$ cat src/design/sdrx_pkg.sv
// ----------------------------------------------------------------------------
// sdrx_pkg
// Types, constants and the byte-wide CRC16 for the SD SPI data block receiver.
// ----------------------------------------------------------------------------
package sdrx_pkg;

  localparam int MAX_BLOCK_BYTES = 512;

  localparam int WAIT_W   = 16;
  localparam int BLEN_W   = 10;
  localparam int APB_AW   = 3;
  localparam int APB_DW   = 32;

  localparam logic [WAIT_W-1:0] WAIT_LIMIT_RST   = 16'd255;
  localparam logic [BLEN_W-1:0] BLOCK_LENGTH_RST = 10'd512;

  localparam logic REG_WAIT_LIMIT   = 1'b0;
  localparam logic REG_BLOCK_LENGTH = 1'b1;

  localparam logic [7:0]  START_TOKEN = 8'hFE;
  localparam logic [7:0]  IDLE_BYTE   = 8'hFF;
  localparam logic [15:0] CRC_POLY    = 16'h1021;

  localparam logic [2:0] ST_OK       = 3'd0;
  localparam logic [2:0] ST_TIMEOUT  = 3'd1;
  localparam logic [2:0] ST_BAD_CRC  = 3'd2;
  localparam logic [2:0] ST_RANGE    = 3'd3;
  localparam logic [2:0] ST_ECC      = 3'd4;
  localparam logic [2:0] ST_CTRL     = 3'd5;
  localparam logic [2:0] ST_DATA_ERR = 3'd6;
  localparam logic [2:0] ST_GENERAL  = 3'd7;

  localparam logic KIND_DATA   = 1'b0;
  localparam logic KIND_STATUS = 1'b1;

  typedef enum logic [1:0] {
    PH_WAIT,
    PH_DATA,
    PH_CRC_HI,
    PH_CRC_LO
  } phase_t;

  typedef struct packed {
    logic       result_kind;
    logic [7:0] data_byte;
    logic [2:0] status_code;
    logic       last;
  } result_t;

  function automatic logic [15:0] crc_byte(input logic [15:0] crc, input logic [7:0] b);
    logic [15:0] c;
    c = crc ^ {b, 8'h00};
    for (int i = 0; i < 8; i++) begin
      if (c[15]) begin
        c = {c[14:0], 1'b0} ^ CRC_POLY;
      end else begin
        c = {c[14:0], 1'b0};
      end
    end
    return c;
  endfunction

  function automatic logic [2:0] err_code(input logic [7:0] b);
    logic [2:0] code;
    if (b[3]) begin
      code = ST_RANGE;
    end else if (b[2]) begin
      code = ST_ECC;
    end else if (b[1]) begin
      code = ST_CTRL;
    end else if (b[0]) begin
      code = ST_DATA_ERR;
    end else begin
      code = ST_GENERAL;
    end
    return code;
  endfunction

endpackage

$ cat src/design/sdrx_ifs.sv
// ----------------------------------------------------------------------------
// sdrx interfaces
// Valid/ready channels for received bytes and for block results.
// ----------------------------------------------------------------------------
interface sdrx_byte_if;
  logic       valid;
  logic       ready;
  logic [7:0] rx_byte;

  modport source (output valid, output rx_byte, input ready);
  modport sink (input valid, input rx_byte, output ready);
endinterface

interface sdrx_result_if;
  logic       valid;
  logic       ready;
  logic       result_kind;
  logic [7:0] data_byte;
  logic [2:0] status_code;
  logic       last;

  modport source (output valid, output result_kind, output data_byte,
                  output status_code, output last, input ready);
  modport sink (input valid, input result_kind, input data_byte,
                input status_code, input last, output ready);
endinterface

$ cat src/design/sdrx_regs.sv
// ----------------------------------------------------------------------------
// sdrx_regs
// APB register file: wait limit and block length.
// ----------------------------------------------------------------------------
module sdrx_regs
  import sdrx_pkg::*;
(
  input  logic              clk,
  input  logic              rst,
  input  logic              psel,
  input  logic              penable,
  input  logic              pwrite,
  input  logic [APB_AW-1:0] paddr,
  input  logic [APB_DW-1:0] pwdata,
  output logic [APB_DW-1:0] prdata,
  output logic              pready,
  output logic [WAIT_W-1:0] wait_limit,
  output logic [BLEN_W-1:0] block_length
);

  logic wr_en;

  assign pready = 1'b1;
  assign wr_en  = psel && penable && pwrite && pready;

  always_ff @(posedge clk) begin
    if (rst) begin
      wait_limit   <= WAIT_LIMIT_RST;
      block_length <= BLOCK_LENGTH_RST;
    end else if (wr_en) begin
      unique case (paddr[2])
        REG_WAIT_LIMIT:   wait_limit   <= pwdata[WAIT_W-1:0];
        REG_BLOCK_LENGTH: block_length <= pwdata[BLEN_W-1:0];
        default: ;
      endcase
    end
  end

  always_comb begin
    unique case (paddr[2])
      REG_WAIT_LIMIT:   prdata = APB_DW'(wait_limit);
      REG_BLOCK_LENGTH: prdata = APB_DW'(block_length);
      default:          prdata = '0;
    endcase
  end

endmodule

$ cat src/design/sdrx_core.sv
// ----------------------------------------------------------------------------
// sdrx_core
// Token wait, data pass-through with CRC16, CRC check and status decode.
// ----------------------------------------------------------------------------
module sdrx_core
  import sdrx_pkg::*;
#(
  parameter int MaxBlockBytes = MAX_BLOCK_BYTES
) (
  input  logic              clk,
  input  logic              rst,
  input  logic              accept,
  input  logic [7:0]        rx_byte,
  input  logic [WAIT_W-1:0] wait_limit,
  input  logic [BLEN_W-1:0] block_length,
  output logic              emit,
  output result_t           res
);

  localparam int CntW = $clog2(MaxBlockBytes + 1);
  localparam int LenW = (CntW > BLEN_W) ? CntW : BLEN_W;

  phase_t            phase, phase_next;
  logic [WAIT_W-1:0] idle_count, idle_count_next;
  logic [CntW-1:0]   byte_count, byte_count_next;
  logic [15:0]       running_crc, running_crc_next;
  logic [7:0]        crc_high_byte, crc_high_byte_next;

  logic [WAIT_W-1:0] limit;
  logic [WAIT_W-1:0] idle_inc;
  logic [LenW-1:0]   blen_ext;
  logic [LenW-1:0]   len_eff;
  logic [CntW:0]     cnt_inc;
  logic [15:0]       crc_upd;

  assign limit    = (wait_limit == '0) ? WAIT_W'(1) : wait_limit;
  assign idle_inc = idle_count + WAIT_W'(1);
  assign blen_ext = LenW'(block_length);
  assign len_eff  = (blen_ext == '0) ? LenW'(1) :
                    (blen_ext > LenW'(MaxBlockBytes)) ? LenW'(MaxBlockBytes) : blen_ext;
  assign cnt_inc  = {1'b0, byte_count} + (CntW + 1)'(1);
  assign crc_upd  = crc_byte(running_crc, rx_byte);

  always_ff @(posedge clk) begin
    if (rst) begin
      phase         <= PH_WAIT;
      idle_count    <= '0;
      byte_count    <= '0;
      running_crc   <= '0;
      crc_high_byte <= '0;
    end else begin
      phase         <= phase_next;
      idle_count    <= idle_count_next;
      byte_count    <= byte_count_next;
      running_crc   <= running_crc_next;
      crc_high_byte <= crc_high_byte_next;
    end
  end

  always_comb begin
    logic       status;
    logic [2:0] code;
    phase_next         = phase;
    idle_count_next    = idle_count;
    byte_count_next    = byte_count;
    running_crc_next   = running_crc;
    crc_high_byte_next = crc_high_byte;
    status             = 1'b0;
    code               = ST_OK;
    emit               = 1'b0;
    res                = '0;

    if (accept) begin
      unique case (phase)
        PH_WAIT: begin
          if (rx_byte == START_TOKEN) begin
            phase_next       = PH_DATA;
            idle_count_next  = '0;
            byte_count_next  = '0;
            running_crc_next = '0;
          end else if (rx_byte == IDLE_BYTE) begin
            if (idle_inc >= limit) begin
              status = 1'b1;
              code   = ST_TIMEOUT;
            end else begin
              idle_count_next = idle_inc;
            end
          end else begin
            status = 1'b1;
            code   = err_code(rx_byte);
          end
        end
        PH_DATA: begin
          running_crc_next = crc_upd;
          byte_count_next  = CntW'(cnt_inc);
          if ((LenW + 1)'(cnt_inc) >= (LenW + 1)'(len_eff)) begin
            phase_next = PH_CRC_HI;
          end
          emit            = 1'b1;
          res.result_kind = KIND_DATA;
          res.data_byte   = rx_byte;
        end
        PH_CRC_HI: begin
          crc_high_byte_next = rx_byte;
          phase_next         = PH_CRC_LO;
        end
        PH_CRC_LO: begin
          status = 1'b1;
          code   = ({crc_high_byte, rx_byte} == running_crc) ? ST_OK : ST_BAD_CRC;
        end
        default: ;
      endcase

      if (status) begin
        phase_next         = PH_WAIT;
        idle_count_next    = '0;
        byte_count_next    = '0;
        running_crc_next   = '0;
        crc_high_byte_next = '0;
        emit               = 1'b1;
        res.result_kind    = KIND_STATUS;
        res.status_code    = code;
        res.last           = 1'b1;
      end
    end
  end

endmodule

$ cat src/design/sd_spi_data_block_receiver.sv
// Latency: a result beat is valid the cycle after the byte that causes it is accepted.
// Throughput: one byte per cycle while results are taken; the output register frees in
// the cycle it is taken. Reset (rst, synchronous): rearms to wait for the start token,
// empties the output register, and sets wait_limit to 255 and block_length to 512.
// ----------------------------------------------------------------------------
// sd_spi_data_block_receiver
// SD SPI-mode read data block receiver with CRC16 check and error token decode.
// ----------------------------------------------------------------------------
module sd_spi_data_block_receiver
  import sdrx_pkg::*;
#(
  parameter int MaxBlockBytes = MAX_BLOCK_BYTES
) (
  input  logic              clk,
  input  logic              rst,
  sdrx_byte_if.sink         rx,
  sdrx_result_if.source     result,
  input  logic              psel,
  input  logic              penable,
  input  logic              pwrite,
  input  logic [APB_AW-1:0] paddr,
  input  logic [APB_DW-1:0] pwdata,
  output logic [APB_DW-1:0] prdata,
  output logic              pready
);

  logic [WAIT_W-1:0] wait_limit;
  logic [BLEN_W-1:0] block_length;
  logic              rx_accept;
  logic              emit;
  result_t           res;
  logic              res_valid;
  result_t           res_q;

  sdrx_regs u_regs (
    .clk          (clk),
    .rst          (rst),
    .psel         (psel),
    .penable      (penable),
    .pwrite       (pwrite),
    .paddr        (paddr),
    .pwdata       (pwdata),
    .prdata       (prdata),
    .pready       (pready),
    .wait_limit   (wait_limit),
    .block_length (block_length)
  );

  sdrx_core #(
    .MaxBlockBytes (MaxBlockBytes)
  ) u_core (
    .clk          (clk),
    .rst          (rst),
    .accept       (rx_accept),
    .rx_byte      (rx.rx_byte),
    .wait_limit   (wait_limit),
    .block_length (block_length),
    .emit         (emit),
    .res          (res)
  );

  assign rx.ready  = !res_valid || result.ready;
  assign rx_accept = rx.valid && rx.ready;

  always_ff @(posedge clk) begin
    if (rst) begin
      res_valid <= 1'b0;
    end else if (rx_accept) begin
      res_valid <= emit;
    end else if (result.ready) begin
      res_valid <= 1'b0;
    end
  end

  always_ff @(posedge clk) begin
    if (rx_accept && emit) begin
      res_q <= res;
    end
  end

  assign result.valid       = res_valid;
  assign result.result_kind = res_q.result_kind;
  assign result.data_byte   = res_q.data_byte;
  assign result.status_code = res_q.status_code;
  assign result.last        = res_q.last;

endmodule
$ cat src/flat_wrapper.sv
// flat-port wrapper written by rule: the top's interface ports become plain ports
module sd_spi_data_block_receiver_flat import sdrx_pkg::*;
#(
  parameter int MaxBlockBytes = MAX_BLOCK_BYTES
)
  (clk, rst, psel, penable, pwrite, paddr, pwdata, prdata, pready, rx_valid, rx_rx_byte, rx_ready, result_valid, result_result_kind, result_data_byte, result_status_code, result_last, result_ready);
  sdrx_byte_if rx_i ();
  sdrx_result_if result_i ();
  input  logic clk;
  input  logic rst;
  input  logic psel;
  input  logic penable;
  input  logic pwrite;
  input  logic [APB_AW-1:0] paddr;
  input  logic [APB_DW-1:0] pwdata;
  output logic [APB_DW-1:0] prdata;
  output logic pready;
  input wire logic [$bits(rx_i.valid)-1:0] rx_valid;
  input wire logic [$bits(rx_i.rx_byte)-1:0] rx_rx_byte;
  output wire logic [$bits(rx_i.ready)-1:0] rx_ready;
  output wire logic [$bits(result_i.valid)-1:0] result_valid;
  output wire logic [$bits(result_i.result_kind)-1:0] result_result_kind;
  output wire logic [$bits(result_i.data_byte)-1:0] result_data_byte;
  output wire logic [$bits(result_i.status_code)-1:0] result_status_code;
  output wire logic [$bits(result_i.last)-1:0] result_last;
  input wire logic [$bits(result_i.ready)-1:0] result_ready;
  assign rx_i.valid = rx_valid;
  assign rx_i.rx_byte = rx_rx_byte;
  assign rx_ready = rx_i.ready;
  assign result_valid = result_i.valid;
  assign result_result_kind = result_i.result_kind;
  assign result_data_byte = result_i.data_byte;
  assign result_status_code = result_i.status_code;
  assign result_last = result_i.last;
  assign result_i.ready = result_ready;
  sd_spi_data_block_receiver #(.MaxBlockBytes(MaxBlockBytes)) u_core (.clk(clk), .rst(rst), .rx(rx_i), .result(result_i), .psel(psel), .penable(penable), .pwrite(pwrite), .paddr(paddr), .pwdata(pwdata), .prdata(prdata), .pready(pready));
endmodule
$ cat config.mk
export PLATFORM = sky130hd
export DESIGN_NAME = sd_spi_data_block_receiver_flat
export DESIGN_NICKNAME = d
export VERILOG_FILES = /design/src/design/sdrx_pkg.sv /design/src/design/sdrx_ifs.sv /design/src/design/sdrx_regs.sv /design/src/design/sdrx_core.sv /design/src/design/sd_spi_data_block_receiver.sv /design/src/flat_wrapper.sv
export SDC_FILE = /design/constraint.sdc
export NUM_CORES = 1
export LEC_CHECK = 0
export BUFFER_PORTS_ARGS = -buffer_cell sky130_fd_sc_hd__clkbuf_2
export CORE_MARGIN = 2
export CORE_UTILIZATION = 53
export CTS_BUF_LIST = sky130_fd_sc_hd__clkbuf_4
export CTS_CLUSTER_DIAMETER = 100
export DETAILED_ROUTE_END_ITERATION = 7
export PLACE_DENSITY_LB_ADDON = 0.08
export RECOVER_POWER = 50
export SLEW_MARGIN = 20
export SYNTH_ARGS = -nofsm -noshare
export SYNTH_HDL_FRONTEND = slang
export SYNTH_HIERARCHICAL = 1
export SYNTH_SLANG_ARGS = --single-unit
$ cat constraint.sdc
create_clock -name clk -period 3.95 [get_ports clk]
set_input_delay 0.79 -clock clk [delete_from_list [all_inputs] [get_ports clk]]
set_output_delay 0.79 -clock clk [all_outputs]
set_load 0.01 [all_outputs]
==> results.yml, run 1 <==
status:
  status: "complete, no violations"
synthesis:
  synth-simple-area-share: 0.2161
  yosys_warnings: 6
  syn_inst: 620
  synth.avg_cell_area_um2: 8.972
  yosysSeqAreaShare: 0.3545
  ys.flop_type: "dfxtp_1"
  syn_area_mm2: 0.005563
  synthAdderAreaFrac: 0.07197
  synth-compound-area-share: 0.1181
  synth-edff-count: 13
  synth_seq_cells: 92
  synthMuxAreaShare: 0.07242
  synth.largest_area_cell: "dfxtp_1"
  synth-xor-area-share: 0.09604
  async_reset_ff_frac: 0
  synth_top_family_by_area: "simple AND/OR/NAND/NOR gates"
  synth_top_cell_area_share: 0.2843
  yosys-top-cells-area: "dfxtp_1 28%, ha_1 7.2%, edfxtp_1 7.0%, mux2i_1 5.2%, xor2_1 4.9%"
  yosysUniqueCellTypes: 65
route:
  drt_wl_total_um: 12040
  drtAntennaViolNets: 0
  drt_iter0_drc: 135
  drtPass1Iterations: 4
  num_vias: 4360
  wl_per_cell_um: 14.78
  drcViolationCount: 0
  via_per_inst: 5.350
power_and_ir_drop:
  p_switching_mw: 0.5526
  ir_drop_uv: 180.1
  p_comb_frac: 0.184
  leakagePower_nw: 2.546
  p_sw_frac: 0.3052
  p_total_mw: 1.811
  p_per_area_mw_per_mm2: 301.9
  p_int_mw: 1.258
  clock_power_share: 0.264
  seq_power_share: 0.552
grt:
  antenna_found_initial: 0
  grt_overflow_total: 0
  grt_use_total: 0.2190
  grt_max_degree: 58
  grt_pass1_wl_um: 19880
  grt_pass1_vias: 4155
sta:
  finalClockSkew_ns: 0.01868
  setup_slack_ns: 0.2674
  final.setup.tns_ns: 0
  fin_crit_ns: 3.683
  hold_violations: 0
  slew_viol_final: 0
  rsz0062_at_grt: "false"
  fin_crit_sh: 0.9323
  slew_headroom: 0.3581
  max_freq_mhz: 271.5
  finalSetupViolCount: 0
  whs_ns: 0.4879
  tightestPinTransition_ns: 0.9622
worst_setup_path:
  crit_chain: "and3_1 > and3_1 > and3_1 > nand3_2 > nor2_2 > xor2_1 > ha_1 > nand2_1 > nor4_2 > buf_4 > a2111oi_4 > a31oi_2 > o21ai_2 > nand2_1 > nand2_2 > nor2b_4 > buf_12"
  regToRegSetupSlack_ns: 0.27
  cpPeakStageDelay_ns: 0.43
  r2r-start: "u_core/u_core/idle_count[2]"
  reg2reg_to: "u_core/result.status_code[1]"
  crit_arrival_ns: 3.86
  critPathLaunchType: "flip-flop"
  r2r_cells: 17
  timing_worst_setup_path_type: "flip-flop to flip-flop"
  critical-path-slowest-cell: "dfxtp_1"
  cp.required_ns: 4.13
  cp-end-kind: "flip-flop"
  path_common_cell: "and3_1"
  path_max_fanout: 13
worst_hold_path:
  min_from: "u_core/u_core/crc_high_byte[4]"
  hold_class: "flip-flop to flip-flop"
  worstHoldEndpoint: "u_core/u_core/crc_high_byte[4]"
  whs_path_depth: 2
place:
  port_buffers: 62
  pre_cts_ws_ns: 0.06946
  gp_congestion: 0.8111
  dp_cells: 798
  hpwl_um: 9055
cells_and_area:
  drive_gt1_frac: 0.1325
  fill_cells: 984
  synthToLayoutAreaGrowth_pct: 7.805
  seq_area_mm2: 0.001972
  finalNonFillerCells: 815
  n_antenna_cell: 0
  fin_nets: 756
  multi_input_area_mm2: 0.003277
clocking:
  ctsLongestPathBuffers: 2
  root_buffer: "clkbuf_4"
  cts_tree: "yes"
  clk_pin_slew_worst_paths_ns: 0.15
  ctsHoldBuffers: 0
  numCtsBuffers: 9
  cts_htree_levels: 3
  clock_sinks: 92
  insertion_delay_ns: 0.44
die:
  die_x_um: 106.5
  die_area_mm2: 0.01133
  die_y_um: 106.5
  initial_core_util: 0.5413
  coreArea_mm2: 0.01028
  io_pins: 98
  rows: 37
run:
  drv_cap: 0
final cells by class:
class,instances,share of cell area
clock buffer,11,0.01377
clock inverter,5,0.006050
inverter,27,0.01690
multi-input combinational,472,0.5464
sequential,92,0.3288
tap,136,0.02837
timing repair buffer,72,0.05967
power by group through the flow:
stage	Sequential [mW]	Clock, mW	Combinational [mW]
floorplan	1.02	0	0.233
global placement	1.02	0	0.329
detailed placement	1.02	0	0.336
CTS	1.00	0.497	0.337
global route	1.00	0.533	0.369
finish	0.999	0.478	0.334
metal layers:
layer,wire length [µm],track usage,part of all wire,vias to the layer above
met2,6032,0.3887,0.50,84
met4,149,0.04731,0.012,0
met5,0,0,0,-
li1,-,-,-,2213
met3,411,0.04414,0.034,12
met1,5448,0.2746,0.45,2051
state kept, by name (all words and copies together) (netlist names):
signal / cells
u_core/result.data_byte: 8
u_core/u_regs/block_length: 10
u_core/u_core/running_crc: 16
u_core/u_regs/wait_limit: 16
u_core/u_core/byte_count: 10
u_core/result.valid: 1
u_core/result.last: 1
u_core/u_core/phase: 2
u_core/u_core/idle_count: 16
u_core/result.result_kind: 1
u_core/u_core/crc_high_byte: 8
u_core/result.status_code: 3
per-stage QoR:
step / instance area [µm²] / utilization
floorplan: 5619 / -
global placement: 5894 / 0.5735
detailed placement: 5894 / 0.5735
CTS: 6013 / 0.5851
global route: 5997 / 0.5835
finish: 5997 / 0.5835
cell usage after synthesis (all sizes together) (2+ instances only):
master	count
a21o	4
and2	2
o21ai	23
o21a	2
mux2	10
a22o	4
and4	3
edfxtp	13
or2	4
o21bai	2
nand2	67
conb	2
o211a	2
o311ai	2
o211ai	2
inv	26
nor2	32
dfxtp	79
o22ai	2
buf	32
nand3	31
or3b	2
clkbuf	12
nor2b	10
nor4	11
xor2	31
nand2b	37
xnor2	30
a31oi	2
ha	32
and3	14
nor3b	2
a32o	11
mux2i	29
nor3	9
nand4	3
a21oi	31
logic make-up after synthesis:
kind of cell / Yosys count
adder cells (fa/ha/maj): 32
multiplexers: 39
AO/OA/AOI/OAI: 93
flip-flops: 92
buffers and inverters: 71
XOR/XNOR: 61
AND/OR/NAND/NOR: 230
other: 2
cell usage in the layout, fill, tap and decap left out, drive strengths merged, types with 14 or more instances in the layout:
cell type | Yosys | final
inv | 26 | 28
mux2i | 29 | 29
dfxtp | 79 | 79
xnor2 | 30 | 30
nand2b | 37 | 37
and3 | 14 | 14
o21ai | 23 | 23
nor2 | 32 | 32
clkbuf | 12 | 73
nand3 | 31 | 31
a21oi | 31 | 31
xor2 | 31 | 31
nand2 | 67 | 67
ha | 32 | 32
conb | 2 | 17
critical path: cells and delay by family, from the launching register on:
kind	cells	cell delay [ns]
and+or+nand+nor	10	1.71
AOI/OAI and AO/OA	3	0.52
DFF	1	0.43
buffers and inverters	2	0.32
xor gates and xnor gates	1	0.25
adders and majority gates	1	0.20
worst max-delay path by stage:
stage	startpoint	end	slack (ns)	depth (start not counted)
final	u_core/u_core/idle_count[2]	u_core/result.status_code[1]	0.27	17
after CTS	u_core/u_core/idle_count[2]	u_core/result.status_code[1]	0.04	16
after global routing	u_core/u_core/idle_count[3]	u_core/result.data_byte[5]	0.04	16
after floorplan	u_core/u_core/idle_count[2]	u_core/result.data_byte[0]	0.25	15
after global placement	u_core/u_core/idle_count[2]	u_core/result.data_byte[5]	0.19	16
after detailed placement	u_core/u_core/idle_count[2]	u_core/result.data_byte[5]	0.07	16
what timing repair did:
| item | in CTS | in global routing |
|---|---|---|
| buffers inserted | 0 | 1 |
| endpoints found under the setup margin | 0 | 41 |
| resized for setup | 0 | 4 |
Note: power is estimated with default switching activity, not from simulation.
==> run 2, diff against run 1 <==
--- a/config.mk
+++ b/config.mk
@@ -5,9 +5,10 @@
 export SDC_FILE = /design/constraint.sdc
 export NUM_CORES = 1
 export LEC_CHECK = 0
+export ABC_AREA = 1
 export BUFFER_PORTS_ARGS = -buffer_cell sky130_fd_sc_hd__clkbuf_2
 export CORE_MARGIN = 2
-export CORE_UTILIZATION = 53
+export CORE_UTILIZATION = 54
 export CTS_BUF_LIST = sky130_fd_sc_hd__clkbuf_4
 export CTS_CLUSTER_DIAMETER = 100
 export DETAILED_ROUTE_END_ITERATION = 7
==> run 2 against run 1 <==
Against the previous run: fmax is 1.3% higher; via count rose by 27%; clock skew about the same; flip-flop and latch count did not move; design area up 9.7%; clock power grew 14%; critical path depth decreased by 12; utilization fell by 0.24 points; routed wire length rose by 15%; combinational power increased to 5.8 times the previous value; register-to-register slack better by 0.28 ns; critical endpoint is now prdata[0]; highest routed layer unchanged.
==> results.yml, run 2 <==
status:
  status: "complete, no violations"
route:
  top_layer_used: "met4"
  met1Wirelength_um: 6650
  wl_per_cell_um: 11.90
  drcViolationCount: 0
  drtPass1Iterations: 4
  wl_met3_um: 624
  drtAntennaViolNets: 0
  drt_iter0_drc: 273
  via_per_inst: 4.775
  num_vias: 5544
  drt_wl_total_um: 13820
  wl_met2_um: 6349
sta:
  slew_headroom: 0.1332
  hold_violations: 0
  setup_slack_ns: 0.3164
  max_freq_mhz: 275.2
  fin_crit_sh: 0.9199
  tightestPinTransition_ns: 1.300
  rsz0062_at_grt: "false"
  finalSetupViolCount: 0
  finalClockSkew_ns: 0.01880
  slew_viol_final: 0
  fin_crit_ns: 3.634
  final.setup.tns_ns: 0
cells_and_area:
  fill_cells: 1224
  design_area_mm2: 0.006579
  layout_commonest_cell: "nand2_1"
  drive_gt1_frac: 0.07367
  fin_nets: 1095
  seq_area_mm2: 0.001972
  final_cell_mix: "262 x nand2_1, 216 x nor2_1, 133 x inv_1, 79 x dfxtp_1, 40 x nand3_1"
  synthToLayoutAreaGrowth_pct: 6.373
  reg_top3: "u_core/u_core/idle_count: 16 flops, u_core/u_core/running_crc: 16 flops, u_core/u_regs/wait_limit: 16 flops"
  n_antenna_cell: 0
  multi_input_area_mm2: 0.003440
die:
  coreArea_mm2: 0.01132
  die_x_um: 111.0
  die_area_mm2: 0.01233
  rows: 39
  die_y_um: 111.0
  initial_core_util: 0.5463
  io_pins: 98
power_and_ir_drop:
  leakagePower_nw: 3.489
  ir_drop_uv: 263.1
  p_total_mw: 3.871
  p_per_area_mw_per_mm2: 588.4
grt:
  grt_pass1_wl_um: 23980
  grt_max_degree: 49
  grt_overflow_total: 0
  grt_use_total: 0.2348
  grt_pass1_vias: 5143
  antenna_found_initial: 0
place:
  dpl_cell_area_mm2: 0.006490
  pre_cts_ws_ns: 0.5147
  hpwl_um: 10180
  port_buffers: 62
  gp_congestion: 0.8745
synthesis:
  yosys-top-cells-area: "dfxtp_1 26%, nand2_1 16%, nor2_1 13%, inv_1 8.0%, ha_1 6.5%"
  syn_area_mm2: 0.006185
  yosys_warnings: 6
  synth-edff-count: 13
  syn_inst: 964
  synth_seq_cells: 92
  ys.flop_type: "dfxtp_1"
  synth_commonest_cells: "259 x nand2_1, 215 x nor2_1, 131 x inv_1, 79 x dfxtp_1, 40 x nand3_1"
  yosysMostFrequentCell: "nand2_1"
  synth.largest_area_cell: "dfxtp_1"
  synth.avg_cell_area_um2: 6.416
  yosysSeqAreaShare: 0.3188
  yosysUniqueCellTypes: 40
  async_reset_ff_frac: 0
  synth_top_cell_area_share: 0.2557
clocking:
  root_buffer: "clkbuf_4"
  ctsLongestPathBuffers: 2
  numCtsBuffers: 9
  clock_sinks: 92
  cts_tree: "yes"
  insertion_delay_ns: 0.48
  clk_pin_slew_worst_paths_ns: 0.15
  post_cts_buffers: 0
  cts_htree_levels: 3
worst_setup_path:
  cp-end-kind: "primary output"
  crit_arrival_ns: 2.84
  path_max_fanout: 27
  critical-path-slowest-cell: "clkbuf_1"
  cpPeakStageDelay_ns: 0.93
  crit_chain: "clkbuf_1 > inv_1 > nand2_1 > nand2_1 > clkbuf_1"
  regToRegSetupSlack_ns: 0.55
  critPathLaunchType: "input pin"
  timing_worst_setup_path_type: "input pin to primary output"
  cp.required_ns: 3.16
worst_hold_path:
  hold_class: "flip-flop to flip-flop"
run:
  drv_cap: 0
## run 2: final cells by class
cell class,count,share of cell area
inverter,137,0.07817
sequential,92,0.2997
tap,143,0.02720
multi-input combinational,704,0.5228
clock inverter,6,0.009700
timing repair buffer,69,0.05097
clock buffer,10,0.01141
## run 2: worst paths after layout
path,cells past startpoint,from,endpoint
setup / recovery,5,paddr[2],prdata[0]
hold / removal,2,u_core/u_core/crc_high_byte[2],u_core/u_core/crc_high_byte[2]
setup reg to reg,22,u_core/u_core/idle_count[3],u_core/u_core/idle_count[13]
hold reg to reg,2,u_core/u_core/crc_high_byte[2],u_core/u_core/crc_high_byte[2]
## run 2: worst max-delay path: cells and delay by family
family	cells	cell delay [ns]
buffers and inverters	3	1.76
AND/OR/NAND/NOR	2	0.29
## run 2: repair_timing
item / 4_1_cts / 5_1_grt
setup endpoints to repair: 0 / 1
gates resized for setup: 0 / 1
hold buffers: 0 / 0
## run 2: stage by stage
stage	std cells	hold slack, ns	utilization
3_5_place_dp	1145	0.4900	0.5733
6_report	1161	0.5151	0.5811
4_1_cts	1161	0.5083	0.5855
5_1_grt	1161	0.5190	0.5811
3_3_place_gp	1145	0.4912	0.5733
2_1_floorplan	979	0.4724	-
## run 2: kinds of logic (layout without fill, tap and decap cells)
logic type      Yosys count  count (layout)  synth area share
flops                    92              92            0.3188
xor+xnor                 46              46           0.06514
buf+inv                 183             222            0.1325
simple gates            574             574            0.3852
fa+ha+maj                32              32           0.06474
other cells               2              17          0.001214
compound gates           35              35           0.03237
## run 2: layer usage
metal	track usage	up-vias
met3	0.03554	15
met1	0.3146	2423
met5	0	-
li1	-	2998
met4	0.07243	0
met2	0.3926	108
## run 2: power by group
part	switching (mW)	leakage, nW	internal (mW)
Combinational	1.21	2.65	0.720
Clock	0.347	0.0728	0.200
Sequential	0.192	0.770	1.20
==> run 3, diff against run 2 <==
--- a/config.mk
+++ b/config.mk
@@ -13,7 +13,6 @@
 export CTS_CLUSTER_DIAMETER = 100
 export DETAILED_ROUTE_END_ITERATION = 7
 export PLACE_DENSITY_LB_ADDON = 0.08
-export RECOVER_POWER = 50
 export SLEW_MARGIN = 20
 export SYNTH_ARGS = -nofsm -noshare
 export SYNTH_HDL_FRONTEND = slang
==> run 3 against run 2 <==
Against the previous run: sequential share of layout area decreased by 0.25 points; design area increased by 0.84%; fmax rose by 7.5%; count of clock-buffer cells in the layout did not move; routed wire length down 0.66%; non-clock buffer count is the same; final cell count did not move; worst hold slack barely moved; global-route usage is the same; power increased by 0.33%; largest power group unchanged.
==> results.yml, run 3 (synthesis results as in run 2) <==
status:
  status: "complete, no violations"
route:
  num_vias: 5541
  via_per_inst: 4.773
  drtPass1Iterations: 4
  drtAntennaViolNets: 0
  wl_per_cell_um: 11.83
  drcViolationCount: 0
  drt_wl_total_um: 13730
  drt_iter0_drc: 273
die:
  die_y_um: 111.0
  io_pins: 98
  die_x_um: 111.0
  initial_core_util: 0.5463
  rows: 39
  die_area_mm2: 0.01233
  coreArea_mm2: 0.01132
sta:
  fin_crit_ns: 3.380
  slew_viol_final: 0
  finalSetupViolCount: 0
  final.setup.tns_ns: 0
  fin_crit_sh: 0.8557
  rsz0062_at_grt: "false"
  finalClockSkew_ns: 0.01750
  hold_violations: 0
  whs_ns: 0.5148
  tightestPinTransition_ns: 0.7329
  max_freq_mhz: 295.8
  slew_headroom: 0.5084
worst_hold_path:
  hold_class: "flip-flop to flip-flop"
clocking:
  root_buffer: "clkbuf_4"
  clk_pin_slew_worst_paths_ns: 0.15
  ctsLongestPathBuffers: 2
  insertion_delay_ns: 0.48
  cts_htree_levels: 3
  post_cts_buffers: 0
  numCtsBuffers: 9
  clock_sinks: 92
  cts_tree: "yes"
run:
  drv_cap: 0
cells_and_area:
  multi_input_area_mm2: 0.003455
  final_cell_mix: "259 x nand2_1, 215 x nor2_1, 131 x inv_1, 79 x dfxtp_1, 62 x clkbuf_2"
  synthToLayoutAreaGrowth_pct: 7.263
  seq_area_mm2: 0.001972
  drive_gt1_frac: 0.1110
  design_area_mm2: 0.006634
  fin_nets: 1095
  layout_commonest_cell: "nand2_1"
  fill_cells: 1194
  n_antenna_cell: 0
  reg_top3: "u_core/u_core/idle_count: 16 flops, u_core/u_core/running_crc: 16 flops, u_core/u_regs/wait_limit: 16 flops"
grt:
  grt_overflow_total: 0
  grt_pass1_wl_um: 23980
  grt_pass1_vias: 5143
  grt_max_degree: 49
  antenna_found_initial: 0
  grt_use_total: 0.2348
power_and_ir_drop:
  leakagePower_nw: 3.586
  p_per_area_mw_per_mm2: 585.5
  p_total_mw: 3.884
  ir_drop_uv: 265.7
worst_setup_path:
  critPathLaunchType: "flip-flop"
  crit_arrival_ns: 3.77
  path_max_fanout: 30
  cp.required_ns: 4.34
  timing_worst_setup_path_type: "flip-flop to flip-flop"
  cp-end-kind: "flip-flop"
place:
  dpl_cell_area_mm2: 0.006490
  gp_congestion: 0.8745
  port_buffers: 62
  hpwl_um: 10180
run 3: layer usage:
| metal | up-vias | part of all wire | wire length, µm | track usage |
|---|---|---|---|---|
| li1 | 3002 | - | - | - |
| met1 | 2411 | 0.48 | 6567 | 0.3146 |
| met2 | 113 | 0.47 | 6404 | 0.3926 |
| met3 | 15 | 0.041 | 561 | 0.03554 |
| met4 | 0 | 0.014 | 197 | 0.07243 |
| met5 | - | 0 | 0 | 0 |
run 3: per-stage QoR:
step	cells	setup WS [ns]	util
after global routing	1161	0.1636	0.5860
final	1161	0.5698	0.5860
after detailed placement	1145	0.5147	0.5733
after CTS	1161	0.4732	0.5855
after global placement	1145	0.5329	0.5733
after floorplan	979	0.6219	-
run 3: worst paths after layout:
path                                  startpoint                        endpoint  slack [ns]  depth (start not counted)
setup / recovery     u_core/u_core/idle_count[3]    u_core/u_core/idle_count[13]        0.57                         22
hold / removal    u_core/u_core/crc_high_byte[2]  u_core/u_core/crc_high_byte[2]        0.51                          2
setup reg to reg     u_core/u_core/idle_count[3]    u_core/u_core/idle_count[13]        0.57                         22
hold reg to reg   u_core/u_core/crc_high_byte[2]  u_core/u_core/crc_high_byte[2]        0.51                          2
run 3: final cells by class:
type	instances	area share
sequential	92	0.2972
multi-input combinational	704	0.5207
timing repair buffer	69	0.05658
clock inverter	6	0.009619
clock buffer	10	0.01132
tap	143	0.02697
inverter	137	0.07752
run 3: timing repair:
item                       CTS  global route
hold buffers                 0             0
setup endpoints to repair    0             1
gates resized for setup      0             1
run 3: critical path, cell delays in order (launching register included):
cell and delay (ns):
dfxtp_1 0.39, inv_1 0.09, nor3_1 0.28, nand2_1 0.15, nor2_1 0.18, nand4_1 0.13, xor2_1 0.28, ha_1 0.30
nand2_1 0.07, a21oi_1 0.06, nor2_1 0.08, nand2_1 0.06, nor2_1 0.09, nand2_1 0.11, nand2_2 0.09, nand2_2 0.08
nand2_2 0.17, nand2_1 0.12, nand2_1 0.08, buf_4 0.28, nand2_1 0.09, nand2_1 0.07, nor2_1 0.04
run 3: where the power goes:
part           total [mW]  internal (mW)  switching [mW]  leakage (nW)
clock network       0.546          0.200           0.346        0.0728
registers            1.40           1.20           0.192         0.770
logic                1.94          0.733            1.21          2.74
total                3.88           2.14            1.75          3.59
